**config.mk**
```make
export PLATFORM = sky130hd
export DESIGN_NAME = sample_stability_monitor
export DESIGN_NICKNAME = d
export VERILOG_FILES = /design/src/design/ssm_pkg.sv /design/src/design/ssm_cell.sv /design/src/design/ssm_window.sv /design/src/design/ssm_div.sv /design/src/design/sample_stability_monitor.sv
export SDC_FILE = /design/constraint.sdc
export NUM_CORES = 2
export LEC_CHECK = 0
export BUFFER_PORTS_ARGS = -buffer_cell sky130_fd_sc_hd__buf_2
export CAP_MARGIN = 20
export CORE_ASPECT_RATIO = 0.5
export CORE_UTILIZATION = 57
export CTS_CLUSTER_SIZE = 20
export DETAILED_ROUTE_END_ITERATION = 8
export HOLD_SLACK_MARGIN = 0.02
export PLACE_DENSITY = 0.74
export SKIP_CTS_REPAIR_TIMING = 1
export SLEW_MARGIN = 10
export SYNTH_ARGS = -nofsm -noshare
export SYNTH_HDL_FRONTEND = slang
export SYNTH_SLANG_ARGS = --single-unit
```
**constraint.sdc**
```tcl
create_clock -name clk -period 9.2 [get_ports clk]
set_clock_uncertainty 0.2 [all_clocks]
set_input_delay 1.38 -clock clk [delete_from_list [all_inputs] [get_ports clk]]
set_output_delay 1.38 -clock clk [all_outputs]
set_load 0.01 [all_outputs]
```
**src/design/ssm_pkg.sv**
```systemverilog
// Shared constants, command codes and status types of the sample stability monitor.
// No dependencies; every other design file imports this package.
`timescale 1ns / 1ps

package ssm_pkg;

	localparam int WINDOW_LEN_DEF   = 10;
	localparam int SAMPLE_WIDTH_DEF = 32;
	localparam int MAX_COUNT_DEF    = 65536;

	localparam int SUM_W    = 48;
	localparam int DATA_W   = 32;
	localparam int APB_AW   = 3;
	localparam int REG_IDX_W = 1;

	localparam logic [DATA_W-1:0] THRESHOLD_RST = 32'd256;

	localparam logic [1:0] OP_SAMPLE = 2'd0;
	localparam logic [1:0] OP_START  = 2'd1;
	localparam logic [1:0] OP_STOP   = 2'd2;
	localparam logic [1:0] OP_FINISH = 2'd3;

	localparam logic [REG_IDX_W-1:0] REG_THRESHOLD = 1'b0;
	localparam logic [REG_IDX_W-1:0] REG_CHECK     = 1'b1;

	typedef struct packed {
		logic full;
		logic busy;
		logic stable;
	} ssm_win_stat_t;

endpackage

```
**src/design/ssm_cell.sv**
```systemverilog
// One window cell: holds one sample, shifts toward the head, and folds its
// sample into the min/max pair passing down the chain. Depends on ssm_pkg.
`timescale 1ns / 1ps

module ssm_cell
	import ssm_pkg::*;
#(
	parameter int SAMPLE_WIDTH = SAMPLE_WIDTH_DEF
) (
	input  logic                           clk,
	input  logic                           arst_n,
	input  logic                           shift,
	input  logic signed [SAMPLE_WIDTH-1:0] shift_in,
	output logic signed [SAMPLE_WIDTH-1:0] value,
	input  logic                           scan_vld_in,
	input  logic signed [SAMPLE_WIDTH-1:0] lo_in,
	input  logic signed [SAMPLE_WIDTH-1:0] hi_in,
	output logic                           scan_vld,
	output logic signed [SAMPLE_WIDTH-1:0] lo_out,
	output logic signed [SAMPLE_WIDTH-1:0] hi_out
);

	logic signed [SAMPLE_WIDTH-1:0] value_q;
	logic signed [SAMPLE_WIDTH-1:0] lo_q;
	logic signed [SAMPLE_WIDTH-1:0] hi_q;
	logic                           vld_q;

	always_ff @(posedge clk or negedge arst_n) begin
		if (!arst_n) begin
			value_q <= '0;
			vld_q   <= 1'b0;
		end else begin
			vld_q <= scan_vld_in;
			if (shift) begin
				value_q <= shift_in;
			end
		end
	end

	always_ff @(posedge clk) begin
		lo_q <= (value_q < lo_in) ? value_q : lo_in;
		hi_q <= (value_q > hi_in) ? value_q : hi_in;
	end

	assign value    = value_q;
	assign scan_vld = vld_q;
	assign lo_out   = lo_q;
	assign hi_out   = hi_q;

endmodule

```
**src/design/ssm_window.sv**
```systemverilog
// Sliding window: a row of ssm_cell instances, fill count, scan launch and the
// peak-to-peak threshold compare. Depends on ssm_pkg and ssm_cell.
`timescale 1ns / 1ps

module ssm_window
	import ssm_pkg::*;
#(
	parameter int WINDOW_LEN   = WINDOW_LEN_DEF,
	parameter int SAMPLE_WIDTH = SAMPLE_WIDTH_DEF
) (
	input  logic                           clk,
	input  logic                           arst_n,
	input  logic                           push,
	input  logic signed [SAMPLE_WIDTH-1:0] push_value,
	input  logic [DATA_W-1:0]              threshold,
	output ssm_win_stat_t                  stat
);

	localparam int FILL_W = $clog2(WINDOW_LEN + 1);
	localparam int CMP_W  = (SAMPLE_WIDTH + 1 > DATA_W) ? SAMPLE_WIDTH + 1 : DATA_W;
	localparam int LAST   = WINDOW_LEN - 1;

	logic signed [SAMPLE_WIDTH-1:0] cell_val [WINDOW_LEN];
	logic signed [SAMPLE_WIDTH-1:0] cell_lo  [WINDOW_LEN];
	logic signed [SAMPLE_WIDTH-1:0] cell_hi  [WINDOW_LEN];
	logic [WINDOW_LEN-1:0]          cell_vld;

	logic [FILL_W-1:0]   fill_q;
	logic                start_q;
	logic                busy_q;
	logic                stable_q;
	logic                full;
	logic [SAMPLE_WIDTH:0] pp;
	logic                in_range;

	for (genvar i = 0; i < WINDOW_LEN; i++) begin : g_cell
		logic signed [SAMPLE_WIDTH-1:0] sh_in;
		logic                           sv_in;
		logic signed [SAMPLE_WIDTH-1:0] l_in;
		logic signed [SAMPLE_WIDTH-1:0] h_in;

		if (i == LAST) begin : g_tail
			assign sh_in = push_value;
		end else begin : g_body
			assign sh_in = cell_val[i+1];
		end

		if (i == 0) begin : g_head
			assign sv_in = start_q;
			assign l_in  = cell_val[0];
			assign h_in  = cell_val[0];
		end else begin : g_link
			assign sv_in = cell_vld[i-1];
			assign l_in  = cell_lo[i-1];
			assign h_in  = cell_hi[i-1];
		end

		ssm_cell #(
			.SAMPLE_WIDTH(SAMPLE_WIDTH)
		) u_cell (
			.clk        (clk),
			.arst_n     (arst_n),
			.shift      (push),
			.shift_in   (sh_in),
			.value      (cell_val[i]),
			.scan_vld_in(sv_in),
			.lo_in      (l_in),
			.hi_in      (h_in),
			.scan_vld   (cell_vld[i]),
			.lo_out     (cell_lo[i]),
			.hi_out     (cell_hi[i])
		);
	end

	assign full     = (fill_q == FILL_W'(WINDOW_LEN));
	assign pp       = {cell_hi[LAST][SAMPLE_WIDTH-1], cell_hi[LAST]}
	                - {cell_lo[LAST][SAMPLE_WIDTH-1], cell_lo[LAST]};
	assign in_range = (CMP_W'(pp) <= CMP_W'(threshold));

	always_ff @(posedge clk or negedge arst_n) begin
		if (!arst_n) begin
			fill_q   <= '0;
			start_q  <= 1'b0;
			busy_q   <= 1'b0;
			stable_q <= 1'b0;
		end else begin
			start_q <= push && full;
			if (push) begin
				if (!full) begin
					fill_q   <= FILL_W'(fill_q + 1'b1);
					stable_q <= 1'b0;
				end else begin
					busy_q <= 1'b1;
				end
			end
			if (cell_vld[LAST]) begin
				stable_q <= in_range;
				busy_q   <= 1'b0;
			end
		end
	end

	assign stat.full   = full;
	assign stat.busy   = busy_q;
	assign stat.stable = stable_q;

endmodule

```
**src/design/ssm_div.sv**
```systemverilog
// Restoring divider for the finish average: one quotient bit per cycle,
// signed dividend, unsigned divisor, zero divisor gives zero. Depends on ssm_pkg.
`timescale 1ns / 1ps

module ssm_div
	import ssm_pkg::*;
#(
	parameter int CNT_W = 17
) (
	input  logic              clk,
	input  logic              arst_n,
	input  logic              start,
	input  logic [SUM_W-1:0]  dividend,
	input  logic [CNT_W-1:0]  divisor,
	output logic              done,
	output logic [DATA_W-1:0] quotient
);

	localparam int STEP_W = $clog2(SUM_W);

	logic              run_q;
	logic              fin_q;
	logic              done_q;
	logic [STEP_W-1:0] step_q;
	logic [CNT_W-1:0]  rem_q;
	logic [CNT_W-1:0]  den_q;
	logic [SUM_W-1:0]  quo_q;
	logic              neg_q;
	logic              zero_q;
	logic [DATA_W-1:0] res_q;

	logic [CNT_W:0] trial;
	logic [CNT_W:0] diff;
	logic           ge;

	assign trial = {rem_q, quo_q[SUM_W-1]};
	assign ge    = (trial >= {1'b0, den_q});
	assign diff  = trial - {1'b0, den_q};

	always_ff @(posedge clk or negedge arst_n) begin
		if (!arst_n) begin
			run_q  <= 1'b0;
			fin_q  <= 1'b0;
			done_q <= 1'b0;
			step_q <= '0;
		end else begin
			done_q <= fin_q;
			fin_q  <= run_q && !start && (step_q == STEP_W'(SUM_W - 1));
			if (start) begin
				run_q  <= 1'b1;
				step_q <= '0;
			end else if (run_q) begin
				step_q <= STEP_W'(step_q + 1'b1);
				if (step_q == STEP_W'(SUM_W - 1)) begin
					run_q <= 1'b0;
				end
			end
		end
	end

	always_ff @(posedge clk) begin
		if (start) begin
			neg_q  <= dividend[SUM_W-1];
			quo_q  <= dividend[SUM_W-1] ? -dividend : dividend;
			rem_q  <= '0;
			den_q  <= divisor;
			zero_q <= (divisor == '0);
		end else if (run_q) begin
			rem_q <= ge ? diff[CNT_W-1:0] : trial[CNT_W-1:0];
			quo_q <= {quo_q[SUM_W-2:0], ge};
		end
		if (fin_q) begin
			res_q <= zero_q ? '0 : DATA_W'(neg_q ? -quo_q : quo_q);
		end
	end

	assign done     = done_q;
	assign quotient = res_q;

endmodule

```
**src/design/sample_stability_monitor.sv**
```systemverilog
// Sample stability monitor. A command or sample transaction is taken only while the
// block is idle and yields exactly one result transaction. Start, stop, a sample with
// checking off, or a sample while the window is still filling goes straight to the result
// stage. A sample with the window full first waits while the min/max pair walks the row
// of window cells one cell per cycle before the threshold compare. Finish waits for the
// divider, which produces one quotient bit of the 48-bit sum per cycle.
// Depends on ssm_pkg, ssm_window, ssm_cell and ssm_div.
`timescale 1ns / 1ps

module sample_stability_monitor
	import ssm_pkg::*;
#(
	parameter int WINDOW_LEN   = WINDOW_LEN_DEF,
	parameter int SAMPLE_WIDTH = SAMPLE_WIDTH_DEF,
	parameter int MAX_COUNT    = MAX_COUNT_DEF
) (
	input  logic                     clk,
	input  logic                     arst_n,
	input  logic                     psel,
	input  logic                     penable,
	input  logic                     pwrite,
	input  logic [APB_AW-1:0]        paddr,
	input  logic [DATA_W-1:0]        pwdata,
	output logic [DATA_W-1:0]        prdata,
	output logic                     pready,
	input  logic                     in_valid,
	output logic                     in_stall,
	input  logic [1:0]               opcode,
	input  logic signed [DATA_W-1:0] sample_value,
	output logic                     out_valid,
	input  logic                     out_stall,
	output logic                     stable,
	output logic [DATA_W-1:0]        span,
	output logic signed [DATA_W-1:0] mean_value,
	output logic                     mean_valid,
	output logic                     count_overflow
);

	localparam int CNT_W = $clog2(MAX_COUNT + 1);
	localparam int SW    = SAMPLE_WIDTH;

	localparam logic [1:0] ST_IDLE = 2'd0;
	localparam logic [1:0] ST_WIN  = 2'd1;
	localparam logic [1:0] ST_DIV  = 2'd2;
	localparam logic [1:0] ST_OUT  = 2'd3;

	logic [DATA_W-1:0]    thr_q;
	logic                 chk_q;
	logic [1:0]           state_q;
	logic [1:0]           op_q;
	logic signed [SW-1:0] run_min_q;
	logic signed [SW-1:0] run_max_q;
	logic [DATA_W-1:0]    span_q;
	logic                 first_q;
	logic                 coll_q;
	logic [SUM_W-1:0]     sum_q;
	logic [CNT_W-1:0]     count_q;
	logic                 ovf_q;

	logic                     out_valid_q;
	logic                     out_stable_q;
	logic [DATA_W-1:0]        out_span_q;
	logic signed [DATA_W-1:0] out_mean_q;
	logic                     out_mvalid_q;
	logic                     out_ovf_q;

	logic [REG_IDX_W-1:0] reg_idx;
	logic                 wr_en;
	logic                 acc;
	logic                 samp;
	logic                 win_push;
	logic                 out_free;
	logic signed [SW-1:0] v;
	logic signed [SW-1:0] cur_min;
	logic signed [SW-1:0] cur_max;
	logic                 grow_hi;
	logic                 grow_lo;
	logic [SW:0]          diff_hi;
	logic [SW:0]          diff_lo;
	ssm_win_stat_t        stat;
	logic                 div_done;
	logic [DATA_W-1:0]    div_quo;

	assign pready  = 1'b1;
	assign reg_idx = paddr[APB_AW-1:2];
	assign wr_en   = psel && penable && pwrite && pready;

	always_comb begin
		unique case (reg_idx)
			REG_THRESHOLD: prdata = thr_q;
			REG_CHECK:     prdata = {{(DATA_W-1){1'b0}}, chk_q};
			default:       prdata = '0;
		endcase
	end

	assign in_stall = (state_q != ST_IDLE);
	assign acc      = in_valid && !in_stall;
	assign samp     = acc && (opcode == OP_SAMPLE);
	assign win_push = samp && coll_q && chk_q;
	assign out_free = !out_valid_q || !out_stall;

	assign v       = SW'(sample_value);
	assign cur_min = first_q ? v : run_min_q;
	assign cur_max = first_q ? v : run_max_q;
	assign grow_hi = (v > cur_max);
	assign grow_lo = (v < cur_min);
	assign diff_hi = {v[SW-1], v} - {cur_min[SW-1], cur_min};
	assign diff_lo = {cur_max[SW-1], cur_max} - {v[SW-1], v};

	ssm_window #(
		.WINDOW_LEN  (WINDOW_LEN),
		.SAMPLE_WIDTH(SAMPLE_WIDTH)
	) u_window (
		.clk       (clk),
		.arst_n    (arst_n),
		.push      (win_push),
		.push_value(v),
		.threshold (thr_q),
		.stat      (stat)
	);

	ssm_div #(
		.CNT_W(CNT_W)
	) u_div (
		.clk     (clk),
		.arst_n  (arst_n),
		.start   (acc && (opcode == OP_FINISH)),
		.dividend(sum_q),
		.divisor (count_q),
		.done    (div_done),
		.quotient(div_quo)
	);

	always_ff @(posedge clk or negedge arst_n) begin
		if (!arst_n) begin
			thr_q <= THRESHOLD_RST;
			chk_q <= 1'b0;
		end else if (wr_en) begin
			unique case (reg_idx)
				REG_THRESHOLD: thr_q <= pwdata;
				REG_CHECK:     chk_q <= pwdata[0];
				default:       ;
			endcase
		end
	end

	always_ff @(posedge clk or negedge arst_n) begin
		if (!arst_n) begin
			run_min_q <= '0;
			run_max_q <= '0;
			span_q    <= '0;
			first_q   <= 1'b0;
			coll_q    <= 1'b0;
			sum_q     <= '0;
			count_q   <= '0;
			ovf_q     <= 1'b0;
		end else if (acc) begin
			unique case (opcode) inside
				OP_SAMPLE: begin
					if (first_q) begin
						run_min_q <= v;
						run_max_q <= v;
						first_q   <= 1'b0;
					end
					if (coll_q) begin
						if (count_q < CNT_W'(MAX_COUNT)) begin
							sum_q   <= sum_q + SUM_W'(v);
							count_q <= CNT_W'(count_q + 1'b1);
						end else begin
							ovf_q <= 1'b1;
						end
						if (grow_hi) begin
							run_max_q <= v;
							span_q    <= DATA_W'(diff_hi);
						end else if (grow_lo) begin
							run_min_q <= v;
							span_q    <= DATA_W'(diff_lo);
						end
					end
				end
				OP_START: begin
					first_q <= 1'b1;
					coll_q  <= 1'b1;
					sum_q   <= '0;
					count_q <= '0;
					ovf_q   <= 1'b0;
					span_q  <= '0;
				end
				OP_STOP, OP_FINISH: begin
					coll_q <= 1'b0;
				end
				default: ;
			endcase
		end
	end

	always_ff @(posedge clk or negedge arst_n) begin
		if (!arst_n) begin
			state_q <= ST_IDLE;
			op_q    <= OP_SAMPLE;
		end else begin
			unique case (state_q)
				ST_IDLE: begin
					if (acc) begin
						op_q <= opcode;
						if (win_push && stat.full) begin
							state_q <= ST_WIN;
						end else if (opcode == OP_FINISH) begin
							state_q <= ST_DIV;
						end else begin
							state_q <= ST_OUT;
						end
					end
				end
				ST_WIN: begin
					if (!stat.busy) begin
						state_q <= ST_OUT;
					end
				end
				ST_DIV: begin
					if (div_done) begin
						state_q <= ST_OUT;
					end
				end
				ST_OUT: begin
					if (out_free) begin
						state_q <= ST_IDLE;
					end
				end
				default: state_q <= ST_IDLE;
			endcase
		end
	end

	always_ff @(posedge clk or negedge arst_n) begin
		if (!arst_n) begin
			out_valid_q <= 1'b0;
		end else if (state_q == ST_OUT && out_free) begin
			out_valid_q <= 1'b1;
		end else if (!out_stall) begin
			out_valid_q <= 1'b0;
		end
	end

	always_ff @(posedge clk) begin
		if (state_q == ST_OUT && out_free) begin
			out_stable_q <= stat.stable;
			out_span_q   <= span_q;
			out_mean_q   <= (op_q == OP_FINISH) ? div_quo : '0;
			out_mvalid_q <= (op_q == OP_FINISH);
			out_ovf_q    <= ovf_q;
		end
	end

	assign out_valid      = out_valid_q;
	assign stable         = out_stable_q;
	assign span           = out_span_q;
	assign mean_value     = out_mean_q;
	assign mean_valid     = out_mvalid_q;
	assign count_overflow = out_ovf_q;

	a_count_bound: assert property (@(posedge clk) disable iff (!arst_n)
		count_q <= CNT_W'(MAX_COUNT))
		else $error("sample count above capacity");

	a_ovf_full: assert property (@(posedge clk) disable iff (!arst_n)
		ovf_q |-> (count_q == CNT_W'(MAX_COUNT)))
		else $error("overflow flagged with room left in the counter");

	a_scan_in_win: assert property (@(posedge clk) disable iff (!arst_n)
		stat.busy |-> (state_q == ST_WIN))
		else $error("window scan running outside its wait state");

	a_mean_zero: assert property (@(posedge clk) disable iff (!arst_n)
		(out_valid_q && !out_mvalid_q) |-> (out_mean_q == '0))
		else $error("nonzero mean on a result without the average");

endmodule
```
==> impl_metrics.yaml <==
layout:
  nets: 7977
  drive_above_1_share: 0.204
  fin_util: 0.634
  fin_cells: 8960
  synthToLayoutAreaGrowth_pct: 9.67
synth:
  synth.cell_area_um2: 73400
  synthTopCellsByArea: "dfrtp_1 (19%), dfxtp_1 (17%), mux2_2 (14%)"
  synthTopCellsByCount: "mux2_2 (927), ha_1 (740), inv_1 (725)"
  ys_ff_latch: 1339
  synth_edf_count: 166
  synthMostInstantiatedCell: "mux2_2"
  syn_area_per_cell_um2: 10.4
  ys_types: 81
  synth_top_area_frac: 0.187
  ys.flop_type: "dfxtp_1"
  synth_nets: 7885
  synthCells: 7064
  seq_area_frac_synth: 0.425
  yosys.area.top_type: "dfrtp_1"
  async_reset_ff_frac: 0.409
  synth-warning-count: 0
sta:
  rsz0062_at_grt: "no"
  slew_headroom: 0.271
  drv_slew: 0
  timing.fmax_ghz: 0.170
  setup_tns_ns: 0
  hold_violations: 0
  fin_crit_ns: 5.88
  finalSetupViolations: 0
  final.period_utilization: 0.639
  whs_ns: 0.150
  worst_pin_slew_ns: 1.09
die:
  die_y_um: 256
  rows: 92
  core_um2: 127000
  die_w_um: 509
  io_pins: 178
  start_util: 0.578
  die-area_um2: 130000
hold_path:
  min_path_type: "reg -> reg"
  hold_end: "u_window.g_cell[0].u_cell.scan_vld"
  holdPathStages: 0
  hold_start: "u_window.g_cell[0].sv_in"
grt:
  top_usage_layer: "met2"
  grt_use_met3: 0.0285
  overflow: 0
  grt_pass1_wl_um: 266000
  track_usage: 0.249
  grtUsageMet2: 0.416
  grt_pass1_vias: 50100
  grt_max_degree: 149
  antenna_found_initial: 10
  gr-usage-met1: 0.334
critical_path:
  rrSetupSlack_ns: 3.32
  start_kind: "register"
  reg2reg_from: "first_q"
  worstSetupPathType: "reg -> reg"
  end_kind: "register"
  reg2regPathDepth: 14
  r2r_end: "run_min_q[14]"
  crit_fanout: 39
  critPathRequiredTime_ns: 9.63
  critPathArrivalTime_ns: 6.30
placement:
  io_buffers: 174
  dp_hpwl_um: 118000
  place_congestion: 0.922
  placedCellCount: 8726
clocking:
  cts_tree: "yes"
  htree_num_levels: 3
  clockBufferDepth: 3
  cts_sinks: 1339
  path_clk_slew_ns: 0.07
  root_buffer: "clkbuf_16"
  cts-buffers-inserted: 119
  insertion_delay_ns: 0.76
detailed_routing:
  drc: 0
  viasPerCell: 5.66
  antenna_left: 0
  drt-initial-drc-count: 3061
  dr.pass1.iters: 7
  avgRoutedWirePerCell_um: 18.1
  vias: 50700
  totalWireLength_um: 162000
pwr:
  p_leak_nw: 37.8
  powerDensity_nw_per_um2: 303
  finalPower_w: 0.0244
  ir_drop_mv: 0.263
flow_run:
  cap_violations: 0
run_status:
  run_status: "finished, final reports clean"
[flip-flops by register name, summed over array words and instances (netlist names), 17 cells and up]
| name | flops |
|---|---|
| u_div.den_q | 17 |
| span_q | 32 |
| u_div.quo_q | 48 |
| mean_value | 32 |
| span | 32 |
| run_max_q | 32 |
| sum_q | 48 |
| u_window.g_cell.u_cell.lo_out | 320 |
| u_window.g_cell.u_cell.hi_out | 288 |
| count_q | 17 |
| u_div.quotient | 32 |
| thr_q | 32 |
| run_min_q | 32 |
| u_window.g_cell.u_cell.value | 320 |
| u_div.rem_q | 17 |
[metrics by stage]
step / area, µm² / setup WS, ns
after detailed placement: 76100 / 3.12
final: 80500 / 3.32
after global routing: 80500 / 3.05
after global placement: 76100 / 3.16
after floorplan: 73400 / 2.14
after CTS: 80400 / 3.33
[power by group]
group          switching [W]  internal (W)  leakage [nW]
Sequential          0.000986       0.00714          14.1
Combinational        0.00584       0.00495          21.6
Clock                0.00233       0.00314          2.11
Total                0.00916        0.0152          37.8
[routing by layer]
metal / routed length (µm) / share of wire
met3: 4970 / 0.031
met5: 0 / 0
met2: 75500 / 0.47
met4: 5700 / 0.035
met1: 76000 / 0.47
[layout by cell type, fill, tap and decap left out, types with 18 or more instances in the layout]
cell type | synthesis | final
nand4_1 | 189 | 189
nor3b_1 | 35 | 35
or3_1 | 19 | 19
dfrtp_1 | 547 | 546
clkinv_2 | 0 | 18
o21a_1 | 56 | 56
dfxtp_1 | 625 | 625
buf_4 | 1 | 50
a21oi_1 | 309 | 303
nand3_1 | 61 | 61
nor2_1 | 325 | 324
nand2_1 | 370 | 370
ha_1 | 740 | 739
o221a_2 | 63 | 63
o21bai_1 | 46 | 44
o21ai_0 | 335 | 334
o22ai_1 | 41 | 41
clkbuf_1 | 244 | 24
xnor2_1 | 91 | 91
o31ai_1 | 31 | 31
nor3_1 | 73 | 73
clkbuf_8 | 0 | 19
a211oi_1 | 37 | 37
inv_1 | 725 | 725
xor2_1 | 133 | 133
and3_1 | 84 | 84
a21o_1 | 302 | 302
a31oi_1 | 24 | 21
mux2_2 | 927 | 927
buf_2 | 1 | 173
clkbuf_16 | 0 | 125
mux2i_1 | 56 | 53
nor2b_1 | 74 | 72
edfxtp_1 | 166 | 166
nand2b_1 | 57 | 56
[cell type report]
cell class	count	area [µm²]
clock buffers	168	3480
inverters	725	2720
fillers	10100	46400
diodes	6	15.0
repair buffers	233	1420
flip-flops and latches	1339	31200
well taps	1692	2120
multi-input cells	4738	38700
clock inverters	59	847
[critical path, stage by stage, from the launching register on]
cell     delay, ns
dfrtp_2       0.94
buf_4         0.60
mux2_2        0.41
ha_1          0.35
a21o_1        0.21
a21o_1        0.18
a21oi_1       0.12
a21bo_2       0.27
a221o_1       0.46
a21bo_2       0.41
nand2_1       0.14
nor2_1        0.05
o21ai_2       0.54
buf_4         0.44
mux2_2        0.37
[how the worst max path moves through the flow]
stage | from | end | slack [ns] | cells past startpoint
2_1_floorplan | out_stall | count_overflow | 2.14 | 1
5_1_grt | first_q | run_min_q[11] | 3.05 | 15
4_1_cts | first_q | run_min_q[0] | 3.33 | 14
3_5_place_dp | sample_value[0] | run_min_q[1] | 3.12 | 17
3_3_place_gp | sample_value[0] | run_min_q[0] | 3.16 | 17
6_report | first_q | run_min_q[14] | 3.32 | 14
[logic make-up (layout without fill, tap and decap cells)]
| logic type | count (synthesis) | count (layout) | share of synthesized area |
|---|---|---|---|
| buf+inv | 987 | 1185 | 0.0506 |
| flops | 1339 | 1339 | 0.425 |
| compound gates | 1406 | 1406 | 0.126 |
| mux | 983 | 983 | 0.150 |
| other cells | 1 | 7 | 0.0000511 |
| fa+ha+maj | 745 | 745 | 0.128 |
| xor+xnor | 224 | 224 | 0.0267 |
| simple gates | 1379 | 1379 | 0.0938 |
(Power assumes the default switching activity.)
